**src/rtl/core/bcq_pkg.sv**
```systemverilog
`timescale 1ns / 1ps

package bcq_pkg;

	// bucket field width, fixed by the item format
	localparam int unsigned BUCKET_W = 13;

	// wide enough for two caches, the last entry and the deepest ring
	localparam int unsigned OCC_W = 9;

	localparam int unsigned BUCKET_COUNT_DEF  = 8192;
	localparam int unsigned RING_DEPTH_DEF    = 32;
	localparam int unsigned PAYLOAD_WIDTH_DEF = 32;

	localparam logic [1:0] CMD_ADD    = 2'd0;
	localparam logic [1:0] CMD_STEP   = 2'd1;
	localparam logic [1:0] CMD_UNLOCK = 2'd2;

	typedef enum logic [1:0] {
		SEL_ONE,
		SEL_TWO,
		SEL_NONE
	} sel_t;

	typedef enum logic [1:0] {
		OUT_NONE,
		OUT_INPUT,
		OUT_CACHE
	} out_src_t;

	typedef enum logic [1:0] {
		ENQ_NONE,
		ENQ_INPUT,
		ENQ_CACHE,
		ENQ_LAST
	} enq_src_t;

	typedef enum logic [1:0] {
		LOCK_NONE,
		LOCK_ADD,
		LOCK_CACHE
	} lock_src_t;

	typedef enum logic [1:0] {
		CE_KEEP,
		CE_INVAL,
		CE_LOAD
	} ce_upd_t;

	typedef struct packed {
		logic iv;
		logic c1v;
		logic c2v;
		logic lv;
		logic m1;
		logic m2;
		logic il;
		logic ll;
		logic lm;
	} bcq_flags_t;

	typedef struct packed {
		sel_t      sel;
		out_src_t  out_src;
		enq_src_t  enq_src;
		lock_src_t lock_src;
		ce_upd_t   ce_upd;
		logic      deq;
	} bcq_ctrl_t;

endpackage

```
**src/rtl/core/bcq_decide.sv**
```systemverilog
`timescale 1ns / 1ps

module bcq_decide import bcq_pkg::*; (
	input  bcq_flags_t flags,
	output bcq_ctrl_t  ctrl
);

	logic last_free;

	assign last_free = flags.lv && !flags.ll && !flags.lm;

	always_comb begin
		ctrl          = '0;
		ctrl.sel      = SEL_NONE;
		ctrl.out_src  = OUT_NONE;
		ctrl.enq_src  = ENQ_NONE;
		ctrl.lock_src = LOCK_NONE;
		ctrl.ce_upd   = CE_KEEP;
		ctrl.deq      = 1'b0;

		if (flags.iv && !flags.il) begin
			// free addition goes out; a cache entry on the same bucket is pushed back
			ctrl.out_src  = OUT_INPUT;
			ctrl.lock_src = LOCK_ADD;
			if (flags.m1) begin
				ctrl.sel     = SEL_ONE;
				ctrl.enq_src = ENQ_CACHE;
			end else if (flags.m2) begin
				ctrl.sel     = SEL_TWO;
				ctrl.enq_src = ENQ_CACHE;
			end
		end else begin
			ctrl.enq_src = flags.iv ? ENQ_INPUT : ENQ_NONE;
			if (flags.c1v) begin
				ctrl.out_src  = OUT_CACHE;
				ctrl.sel      = SEL_ONE;
				ctrl.lock_src = LOCK_CACHE;
			end else if (flags.c2v) begin
				ctrl.out_src  = OUT_CACHE;
				ctrl.sel      = SEL_TWO;
				ctrl.lock_src = LOCK_CACHE;
			end
		end

		if (ctrl.sel == SEL_NONE) begin
			if (!flags.c1v && last_free) begin
				ctrl.sel    = SEL_ONE;
				ctrl.ce_upd = CE_LOAD;
				ctrl.deq    = 1'b1;
			end else if (!flags.c2v && last_free) begin
				ctrl.sel    = SEL_TWO;
				ctrl.ce_upd = CE_LOAD;
				ctrl.deq    = 1'b1;
			end
		end else if (last_free) begin
			ctrl.ce_upd = CE_LOAD;
			ctrl.deq    = 1'b1;
		end else begin
			ctrl.ce_upd = CE_INVAL;
		end

		// blocked last entry recycles to the ring while a cache slot is open
		if (!flags.lv) begin
			ctrl.deq = 1'b1;
		end else if (ctrl.enq_src == ENQ_NONE && (flags.ll || flags.lm) &&
				(!flags.c1v || !flags.c2v)) begin
			ctrl.enq_src = ENQ_LAST;
			ctrl.deq     = 1'b1;
		end
	end

endmodule
```
**config.mk**
```make
export PLATFORM = sky130hd
export DESIGN_NAME = bcq_decide
export DESIGN_NICKNAME = d
export VERILOG_FILES = /design/src/rtl/core/bcq_pkg.sv /design/src/rtl/core/bcq_decide.sv
export SDC_FILE = /design/constraint.sdc
export NUM_CORES = 1
export LEC_CHECK = 0
export BUFFER_PORTS_ARGS = -buffer_cell sky130_fd_sc_hd__buf_2
export CAP_MARGIN = 30
export CORE_AREA = 2 2 39 41
export DETAILED_ROUTE_END_ITERATION = 8
export DIE_AREA = 0 0 41 43
export GPL_TIMING_DRIVEN = 1
export PLACE_DENSITY = 0.44
export REMOVE_ABC_BUFFERS = 1
export SLEW_MARGIN = 20
export SYNTH_ARGS = -nofsm -noshare
export SYNTH_HDL_FRONTEND = slang
export SYNTH_SLANG_ARGS = --single-unit
```
**constraint.sdc**
```tcl
create_clock -name vclk -period 1.1
set_input_delay 0.055 -clock vclk [all_inputs]
set_output_delay 0.055 -clock vclk [all_outputs]
set_load 0.02 [all_outputs]
```
; ---- After elaboration in Yosys (flattened, before gate mapping)
; Index checks and enable logic that the tools add are counted.
[classes]
n_eq_ne = 1
mux = 22
n_reduce_logical = 15
[ops]
columns = cell, n
row1 = two-way mux 2 bit, 12
row2 = two-way mux 3 bit, 3
row3 = two-way mux 4 bit, 2
row4 = two-way mux 8 bit, 1
row5 = logical AND 1 bit, 7
row6 = logical NOT 1 bit, 5
row7 = two-way mux 1 bit, 4
row8 = equality test 2 bit (second input constant), 1
row9 = logical NOT 2 bit, 1
row10 = logical OR 1 bit, 2
[totals]
reg_bits = 0
in_bits = 9
elab_cells = 38

; ---- Logic depth before layout (Yosys ltp)
[depth]
word_depth = 9
ltp_mapped = 4
mapped_depth_nobuf = 4

; ---- Worst setup path before layout
; OpenSTA, ideal clock, no wires.
[synth_timing]
path_type = input to output
startpoint = in flags[1] (netlist bit)
endpoint = out ctrl[9] (netlist bit)
arrival_time_ns = 1.071
required_ns = 1.045
slack_ns = -0.026
stages = 3
n_path_buf = 0
path_cell_list = nor3b_2 a31oi_1 o31ai_1
[synth_lines]
columns = element, line
row1 = start: declaration, bcq_decide.sv:4  ; input bcq_flags_t flags,
row2 = end: declaration, bcq_decide.sv:5  ; output bcq_ctrl_t ctrl

==> results.md <==
* Status: finished, violations left
* Failing checks: setup timing
* Total Wirelength at 600 um
* Synth Area in Compound Gates at 37.7%
* Hold Path Depth at 3
* All-layer global routing usage at 6.79%
* Maximum fanout along the worst path at 4
* Slowest-stage cell, CP: or4b_4
* Setup Viol. Count Final at 4
* Hold Startpoint: flags[5]
* Routed wl met3 at 37 um
* Die Wd at 41 um
* Max_slew headroom at 80.4%
* Antenna cells at 0
* Area of the mapped netlist at 199 um^2
* Antenna Nets Post-Route at 0
* Worst hold slack at 0.447 ns
* Via/cell ratio at 4.28
* CLK BUF at 0
* Tot Pwr at 0.185 mW
* Drt first pass iters at 2
* Area after DPL at 357 um^2
* Largest net degree at the start of global routing at 6
* Synth Area in XOR/XNOR at 0%
* Drt drc at 0
* Fin crit share at 110%
* Layout area overhead at 103%
* CP dominant cell by count: buf_6
* PwrDens at 460 mW/mm^2
* Final TNS setup at -0.244 ns
* Crit-path max cell delay at 0.55 ns
* Vias in the first global route at 234
* Total number of vias at 295
* Layout sequential cell count at 0
* Post-Synth Simple-Gate Area at 54.7%
* Storage cell area at 0 um^2
* Post-Route Utilization at 29.1%
* Synth unique cells at 21
* Worst EP arrival at 1.16 ns
* Fin nets at 64
* Core ar. at 0.00138 mm^2
* Max Fclk at 824 MHz
* Top Metal Used: met3
* Fin. Hold Viols at 0
* First-pass GRT wire length at 883 um
* Post-Synth Adder-Cell Area at 0%
* Fin crit period at 1.21 ns
* Fin cells at 69
* I/O Pins at 20
* Finished Cell Area at 403 um^2
* Final setup margin at -0.113 ns
* CP cell instances: buf_6 -> or4b_4 -> a21boi_4 -> o22ai_2 -> buf_6
* DR WL met2 at 292 um
* Setup bufs post-CTS at 0
* Placed Cells incl. Taps at 69
* Static Leak at 0.214 nW
* Measured slew at the worst slew-check pin at 0.294 ns
* Met1 WL at 270 um
* RD Place Congestion at 0.667
* RSZ-0062 raised after global routing: true
* Sequential element share of the synthesized area at 0%
* Layout cells sized above 1 at 62.3%
* Largest family of logic cells by synthesized area: simple AND/OR/NAND/NOR gates
* Crit path required time at 1.04 ns
* Critical Path Source Type: input port
* Full die area at 0.00176 mm^2
* Gate Count Post-Synth at 28
* Die height at 43 um
* Syn Area/Cell at 7.11 um^2
* Synthesis Warnings at 0
* IO buf count at 20
* Slew Viols, Final at 0
* Kind of end point of the critical path: output port
* Peak VDD IR at 0.000112 V
* WHS Endpoint: ctrl[0]
* Routed wire per std cell at 8.70 um
* HPWL after detailed placement at 521 um
* Total gr overflow at 0
* Hold Path Class: in -> out
* Cell row count at 14
* Initial Utilization at 14.4%
* Commonest cells after routing, fill and taps aside: 14 x buf_2, 6 x buf_6, 6 x buf_4
* Most common cell after layout, fill and taps aside: buf_2
* Initial DRC count at 2
* Max Cap Violations at 0
* Initial antenna violation count at 0
* Post-synthesis mux area share at 0%
* Setup CP Type: in -> out
* Pre-CTS setup slack at -0.146 ns
what timing repair did:
action                     in CTS  in global routing
resized for setup               8                  3
setup endpoints to repair       5                  5
cloned                          0                  0
hold buffers                    0                  0
kinds of logic (layout without fill, tap and decap cells):
| logic type | count (synthesis) | in the layout |
|---|---|---|
| buffers and inverters | 3 | 28 |
| AND/OR/NAND/NOR | 16 | 16 |
| AO/OA/AOI/OAI | 9 | 9 |
area by class of cell:
class / count / area [um^2]
inverter: 2 / 7.51
timing repair buffer: 26 / 183
multi-input combinational: 25 / 193
fill: 148 / 981
tap: 16 / 20.0
synthesized netlist by cell type (all sizes together):
library cell | number | share of area (%)
nor3 | 1 | 2.5
o22ai | 1 | 6.3
nor2b | 1 | 6.9
nand4b | 1 | 4.4
o21ai | 2 | 5.0
or4b | 1 | 6.9
nand2 | 3 | 5.7
a21oi | 1 | 2.5
or3 | 1 | 3.1
inv | 2 | 3.8
nor3b | 2 | 10
nand3b | 1 | 3.8
o21a | 1 | 3.8
a21boi | 2 | 13
or2b | 1 | 3.8
nor2 | 4 | 7.5
a31oi | 1 | 3.1
o31ai | 1 | 3.8
buf | 1 | 3.8
where the power goes:
group | switching (mW) | total (mW) | leakage, nW | internal, mW
Combinational | 0.0944 | 0.185 | 0.214 | 0.0908
Clock | 0 | 0 | 0 | 0
Sequential | 0 | 0 | 0 | 0
Total | 0.0944 | 0.185 | 0.214 | 0.0908
worst max-delay path by stage:
| stage | slack, ns | cells past startpoint | start | end |
|---|---|---|---|---|
| global placement | -0.14 | 5 | flags[3] | ctrl[10] |
| detailed placement | -0.15 | 5 | flags[3] | ctrl[10] |
| global route | -0.17 | 5 | flags[3] | ctrl[10] |
| finish | -0.11 | 5 | flags[3] | ctrl[10] |
| floorplan | -0.03 | 3 | flags[1] | ctrl[9] |
| CTS | -0.12 | 5 | flags[3] | ctrl[10] |
worst max-delay path, delay by kind of cell:
family	cells	cell delay, ns
AO/OA/AOI/OAI	2	0.32
buffers and inverters	2	0.23
AND/OR/NAND/NOR	1	0.55
layer usage:
layer  global-route usage (%)  vias to the layer above
met2                     12.2                       10
met5                        0                        -
met1                     9.18                      129
li1                         -                      156
met4                        0                        0
met3                        0                        0
Power figures use the tool's default switching activity.
