`src/rtl/core/bcq_pkg.sv`:
```
`timescale 1ns / 1ps

package bcq_pkg;

	// bucket field width, fixed by the item format
	localparam int unsigned BUCKET_W = 13;

	// wide enough for two caches, the last entry and the deepest ring
	localparam int unsigned OCC_W = 9;

	localparam int unsigned BUCKET_COUNT_DEF  = 8192;
	localparam int unsigned RING_DEPTH_DEF    = 32;
	localparam int unsigned PAYLOAD_WIDTH_DEF = 32;

	localparam logic [1:0] CMD_ADD    = 2'd0;
	localparam logic [1:0] CMD_STEP   = 2'd1;
	localparam logic [1:0] CMD_UNLOCK = 2'd2;

	typedef enum logic [1:0] {
		SEL_ONE,
		SEL_TWO,
		SEL_NONE
	} sel_t;

	typedef enum logic [1:0] {
		OUT_NONE,
		OUT_INPUT,
		OUT_CACHE
	} out_src_t;

	typedef enum logic [1:0] {
		ENQ_NONE,
		ENQ_INPUT,
		ENQ_CACHE,
		ENQ_LAST
	} enq_src_t;

	typedef enum logic [1:0] {
		LOCK_NONE,
		LOCK_ADD,
		LOCK_CACHE
	} lock_src_t;

	typedef enum logic [1:0] {
		CE_KEEP,
		CE_INVAL,
		CE_LOAD
	} ce_upd_t;

	typedef struct packed {
		logic iv;
		logic c1v;
		logic c2v;
		logic lv;
		logic m1;
		logic m2;
		logic il;
		logic ll;
		logic lm;
	} bcq_flags_t;

	typedef struct packed {
		sel_t      sel;
		out_src_t  out_src;
		enq_src_t  enq_src;
		lock_src_t lock_src;
		ce_upd_t   ce_upd;
		logic      deq;
	} bcq_ctrl_t;

endpackage

```
`src/rtl/core/bcq_front.sv`:
```
`timescale 1ns / 1ps

module bcq_front import bcq_pkg::*; #(
	parameter int unsigned BUCKET_COUNT = BUCKET_COUNT_DEF,
	parameter int unsigned PAYLOAD_WIDTH = PAYLOAD_WIDTH_DEF,
	localparam int unsigned AW = $clog2(BUCKET_COUNT)
) (
	input  logic                     clk,
	input  logic                     arst_n,
	input  logic                     en,
	input  logic                     in_valid,
	output logic                     in_ready,
	input  logic [1:0]               cmd,
	input  logic [BUCKET_W-1:0]      in_bucket,
	input  logic [PAYLOAD_WIDTH-1:0] in_payload,
	input  logic                     take,
	output logic                     s1_valid,
	output logic [1:0]               s1_cmd,
	output logic [BUCKET_W-1:0]      s1_bucket,
	output logic [PAYLOAD_WIDTH-1:0] s1_payload,
	output logic [AW-1:0]            s1_laddr
);

	logic                     valid_s1;
	logic [1:0]               cmd_s1;
	logic [BUCKET_W-1:0]      bucket_s1;
	logic [PAYLOAD_WIDTH-1:0] payload_s1;
	logic                     load;

	assign in_ready = en && (!valid_s1 || take);
	assign load     = in_valid && in_ready;

	always_ff @(posedge clk or negedge arst_n) begin
		if (!arst_n) begin
			valid_s1 <= 1'b0;
		end else if (load) begin
			valid_s1 <= 1'b1;
		end else if (take) begin
			valid_s1 <= 1'b0;
		end
	end

	always_ff @(posedge clk) begin
		if (load) begin
			cmd_s1     <= cmd;
			bucket_s1  <= in_bucket;
			payload_s1 <= in_payload;
		end
	end

	// lock address is bucket modulo the bucket count
	generate
		if (BUCKET_COUNT >= 8192) begin : g_direct
			assign s1_laddr = AW'(bucket_s1);
		end else begin : g_mod
			// quotient estimate by reciprocal, low by at most one
			localparam int unsigned MUL = (1 << 26) / BUCKET_COUNT;
			logic [38:0]         prod;
			logic [BUCKET_W-1:0] qest_s1;
			logic [25:0]         qn;
			logic [BUCKET_W-1:0] rest;
			logic [BUCKET_W-1:0] rfix;

			assign prod = 39'(in_bucket) * 39'(MUL);

			always_ff @(posedge clk) begin
				if (load) begin
					qest_s1 <= prod[38:26];
				end
			end

			assign qn   = 26'(qest_s1) * 26'(BUCKET_COUNT);
			assign rest = bucket_s1 - qn[BUCKET_W-1:0];
			assign rfix = (rest >= BUCKET_W'(BUCKET_COUNT)) ?
				rest - BUCKET_W'(BUCKET_COUNT) : rest;
			assign s1_laddr = rfix[AW-1:0];
		end
	endgenerate

	assign s1_valid   = valid_s1;
	assign s1_cmd     = cmd_s1;
	assign s1_bucket  = bucket_s1;
	assign s1_payload = payload_s1;

endmodule

```
`config.mk`:
```
export PLATFORM = sky130hd
export DESIGN_NAME = bcq_front
export DESIGN_NICKNAME = d
export VERILOG_FILES = /design/src/rtl/core/bcq_pkg.sv /design/src/rtl/core/bcq_front.sv
export SDC_FILE = /design/constraint.sdc
export NUM_CORES = 1
export LEC_CHECK = 0
export BUFFER_PORTS_ARGS = -buffer_cell sky130_fd_sc_hd__buf_4
export CAP_MARGIN = 20
export CORE_ASPECT_RATIO = 1.25
export CORE_MARGIN = 5
export CORE_UTILIZATION = 36
export DETAILED_ROUTE_END_ITERATION = 10
export GPL_TIMING_DRIVEN = 0
export PLACE_DENSITY_LB_ADDON = 0.1
export SYNTH_ARGS = -nofsm -noshare
export SYNTH_HDL_FRONTEND = slang
export SYNTH_SLANG_ARGS = --single-unit
export TNS_END_PERCENT = 100
```
`constraint.sdc`:
```
create_clock -name clk -period 1.6 [get_ports clk]
set_input_delay 0.16 -clock clk [delete_from_list [all_inputs] [get_ports clk]]
set_output_delay 0.16 -clock clk [all_outputs]
set_load 0.02 [all_outputs]
```
# After elaboration in Yosys (flattened, before gate mapping)
# Cells that the tools add are included.
# totals
ff_bits	48
inputBits	52
wordCells	11
# classes
mux	2
n_reduce_logical	5
# ops
cell	n
1-bit logical AND	2
1-bit 2-to-1 mux	2
2-bit nonzero test	1
1-bit logical NOT	1
1-bit logical OR	1

# Depth between registers and ports, before layout
# depth
ltp_word	5
ltp_mapped	2
mapped_depth_nobuf	2

# Worst setup path before layout
# OpenSTA, ideal clock, no wires.
# synth_timing
path_type	register to register
from	register valid_s1 (netlist: s1_valid)
to	register bucket_s1[0] (netlist: s1_bucket[0]) (enable)
setup_time_ns	0.389
arrival_ns	1.342
required_time_ns	1.211
setup_slack_ns	-0.131
path_stages_with_launch	3
cell_sequence	dfrtp_1 nand2b_4 nor2b_4
# synth_between
elab_chain_len	4
# synth_rtl
item	line_no	rtl
start: declaration	bcq_front.sv:24	logic valid_s1;
start signal: assignment	bcq_front.sv:35	valid_s1 <= 1'b0;
start signal: assignment	bcq_front.sv:37	valid_s1 <= 1'b1;
start signal: assignment	bcq_front.sv:39	valid_s1 <= 1'b0;
1-bit logical NOT	bcq_front.sv:30	assign in_ready = en && (!valid_s1 || take);
1-bit logical OR	bcq_front.sv:30	
1-bit logical AND	bcq_front.sv:30	
1-bit logical AND	bcq_front.sv:31	assign load = in_valid && in_ready;
via load	bcq_front.sv:28	logic load;
end signal: assignment	bcq_front.sv:46	bucket_s1 <= in_bucket;
end: declaration	bcq_front.sv:26	logic [BUCKET_W-1:0] bucket_s1;
# The timed path passes the listed nets, and every way through them passes these cells.
# A chain may end at the register's enable or synchronous reset.

# Worst setup path in the final report
# layout_timing
from	register valid_s1 (netlist: s1_valid)
to	register bucket_s1[2] (netlist: s1_bucket[2]) (enable)
# Same word-level chain as after synthesis.

==> results.md <==
- CTS buffer count: 5
- Final #Nets: ~240
- Die outline area: about 5800 µm²
- Critical R2R Launch: s1_valid
- Post-CTS resize count: 0
- Leakage: approximately 1.1 nW
- Status: complete, no violations
- Setup_tns: 0 ns
- Area of the core: about 4300 µm²
- Yosys cell types: 7
- Logic pwr share: 0.140
- Crit-path max FO: 26
- Worst-margin pin slew: 0.6002 ns
- Synthesized area per cell: approximately 24 µm²
- Mapped Cells: 66
- # rows: 27
- Worst EP required: around 1.6 ns
- Height of the die: around 84 µm
- Setup crit start: s1_valid
- Routability-driven placement congestion ratio: between 0.7 and 0.8
- Largest net degree at the start of global routing: 27
- RSZ-0062 raised after global routing: false
- Relative slew slack: 0.5980
- Net Sw Frac: 0.2164
- H-tree Lvls: 2
- Postcts setup bufs: 0
- Clock transition at path regs: approximately 0.080 ns
- Syn Nets: around 120
- Seq/Total Area, Yosys: 0.9104
- Global-route wire length before repair: around 5300 µm
- Synthesis-stage register bit count: 48
- Cell area after synthesis: around 1600 µm²
- Vias in the first global route: approximately 1100
- CP Launch Type: flop
- Root buf cell: clkbuf_8
- Internal power: approximately 0.0019 W
- CTS Buffer Depth: 2
- Hold WC Path Type: in -> reg
- Critical-path top delay cell: dfrtp_2
- Share of cells above drive strength 1: 0.7211
- VDD IR max: around 0.72 mV
- # clock sinks: 48
- Commonest non-fill, non-tap cells in the layout: buf_4 (126), edfxtp_1 (47), clkbuf_8 (5), nand2_1 (2), clkbuf_1 (2)
- Routed WL: around 3500 µm
- DRT Pass-1 Iters: 3
- Num ports: 114
- CP arrival: between 1 and 1.5 ns
- Routed Antenna Nets: 0
- Yosys top cell by area: edfxtp_1
- R2R cell count: 3
- Crit. End Element: flop
- # port buffers: about 110
- HPWL Detailed: around 2700 µm
- Reg2Reg Setup Slack: around 0.17 ns
- Synth top area cells: edfxtp_1 (89%), buf_4 (6.2%), dfrtp_1 (1.6%), nand2b_4 (0.87%), nor2b_4 (0.87%)
- Avg Vias per Cell: around 4.1
- Worst path max stage delay: 0.43 ns
- Grt total ovfl: 0
- Final setup vio count: 0
- Antenna cells: 0
- Switching power: ~0.00053 W
- Via count: ~1000
- Synth warn: 0
- TritonCTS clock tree: built
- Syn-to-layout area delta: 66.46%
- Global Route Usage Sum: 0.1198
- DRC violation count after routing: 0
- DR iter-0 viols: 22
- Most common cell after layout, fill and taps aside: buf_4
- Crit Path Category: reg -> reg
- Layout Cells excl Fill: between 200 and 250
- Die width: 69.21 µm
- FF-to-FF End: s1_bucket[2]
- Final period utilization: 0.8951
- Avg WL per Cell: ~14 µm
- End of the critical path: s1_bucket[2]
- Post-synth top area share: 0.8945
- Sequential share of power: 0.592
- Starting Density: 0.3649
- Cell count after placement: 238
- Initial antenna violation count: 0
- Final Hold Fails: 0
- Clock Latency Late Sink: about 0.29 ns
- Cell Pwr Density: 940.5 nW/µm²
- Clock share of power: 0.268
- Clock skew: between 0.001 and 0.0015 ns
- Final slew viol count: 0
- MaxCap Viol Count: 0
- Crit path time final: 1.432 ns
- Fmax: ~700 MHz
- Cell Chain, Critical Path: nand2b_4 -> nor2b_4 -> buf_16
layout make-up:
type / instances / area (µm²)
clock inverters: 1 / 3.754
repair buffers: 115 / 885.9
clock buffers: 7 / 76.32
flip-flops and latches: 48 / 1438
fillers: 372 / 1698
plain buffers: 13 / 97.59
well taps: 58 / 72.57
multi-input cells: 6 / 52.55
synth_stat cells:
master and n:
buf_4 13, edfxtp_1 47, nand2b_4 1, and2_4 1
dfrtp_1 1, nand2_1 2, nor2b_4 1
cells by family after synthesis:
group | count (synthesis) | share of synthesized area
DFF | 48 | 0.9104
buffers and inverters | 13 | 0.06185
and+or+nand+nor | 5 | 0.02775
worst max-delay path: cells and delay by family, from the launching register on:
family	cells	cell delay [ns]
flops	1	0.43
simple gates	2	0.48
buf+inv	1	0.23
metrics by stage:
| step | power (W) | hold WS, ns | area, µm² | worst slack, ns | util |
|---|---|---|---|---|---|
| 6_report | 0.002470 | 0.04273 | 2626 | 0.1678 | 0.6074 |
| 4_1_cts | 0.002501 | 0.03199 | 2626 | 0.1465 | 0.6074 |
| 3_5_place_dp | 0.001838 | -0.06330 | 2527 | -0.06165 | 0.5845 |
| 5_1_grt | 0.002589 | 0.009996 | 2626 | 0.1024 | 0.6074 |
| 3_3_place_gp | 0.001819 | -0.06362 | 2500 | -0.2727 | 0.5781 |
| 2_1_floorplan | 0.001626 | -0.1356 | 1579 | -0.09778 | - |
how the worst min path moves through the flow:
stage	from	to	slack (ns)	depth (start not counted)
2_1_floorplan	arst_n	s1_valid	-0.14	0
3_3_place_gp	arst_n	s1_valid	-0.06	1
3_5_place_dp	arst_n	s1_valid	-0.06	1
4_1_cts	in_payload[29]	s1_payload[29]	0.03	1
5_1_grt	in_payload[26]	s1_payload[26]	0.01	1
6_report	in_bucket[8]	s1_bucket[8]	0.04	1
timing repair:
action | in CTS | in global routing
setup endpoints to repair | 26 | 0
endpoints found under the hold margin | 1 | 0
hold buffers | 1 | 0
per-layer routing:
layer  track usage  wire length [µm]
met5             0                 0
met4       0.04796                55
met3       0.07108               408
met2        0.2205              1976
met1        0.1025              1066
power by group through the flow:
stage	Combinational, W	Clock, W	Sequential (W)
after detailed placement	0.000345	0	0.00149
final	0.000345	0.000662	0.00146
after floorplan	0.0000663	0	0.00156
after CTS	0.000351	0.000686	0.00146
after global routing	0.000363	0.000757	0.00147
after global placement	0.000328	0	0.00149
registers in the layout, summed over array words and instances (netlist names):
name        cells
s1_payload     32
s1_bucket      13
s1_cmd          2
s1_valid        1
No activity file was read; power rests on OpenSTA's default activity.
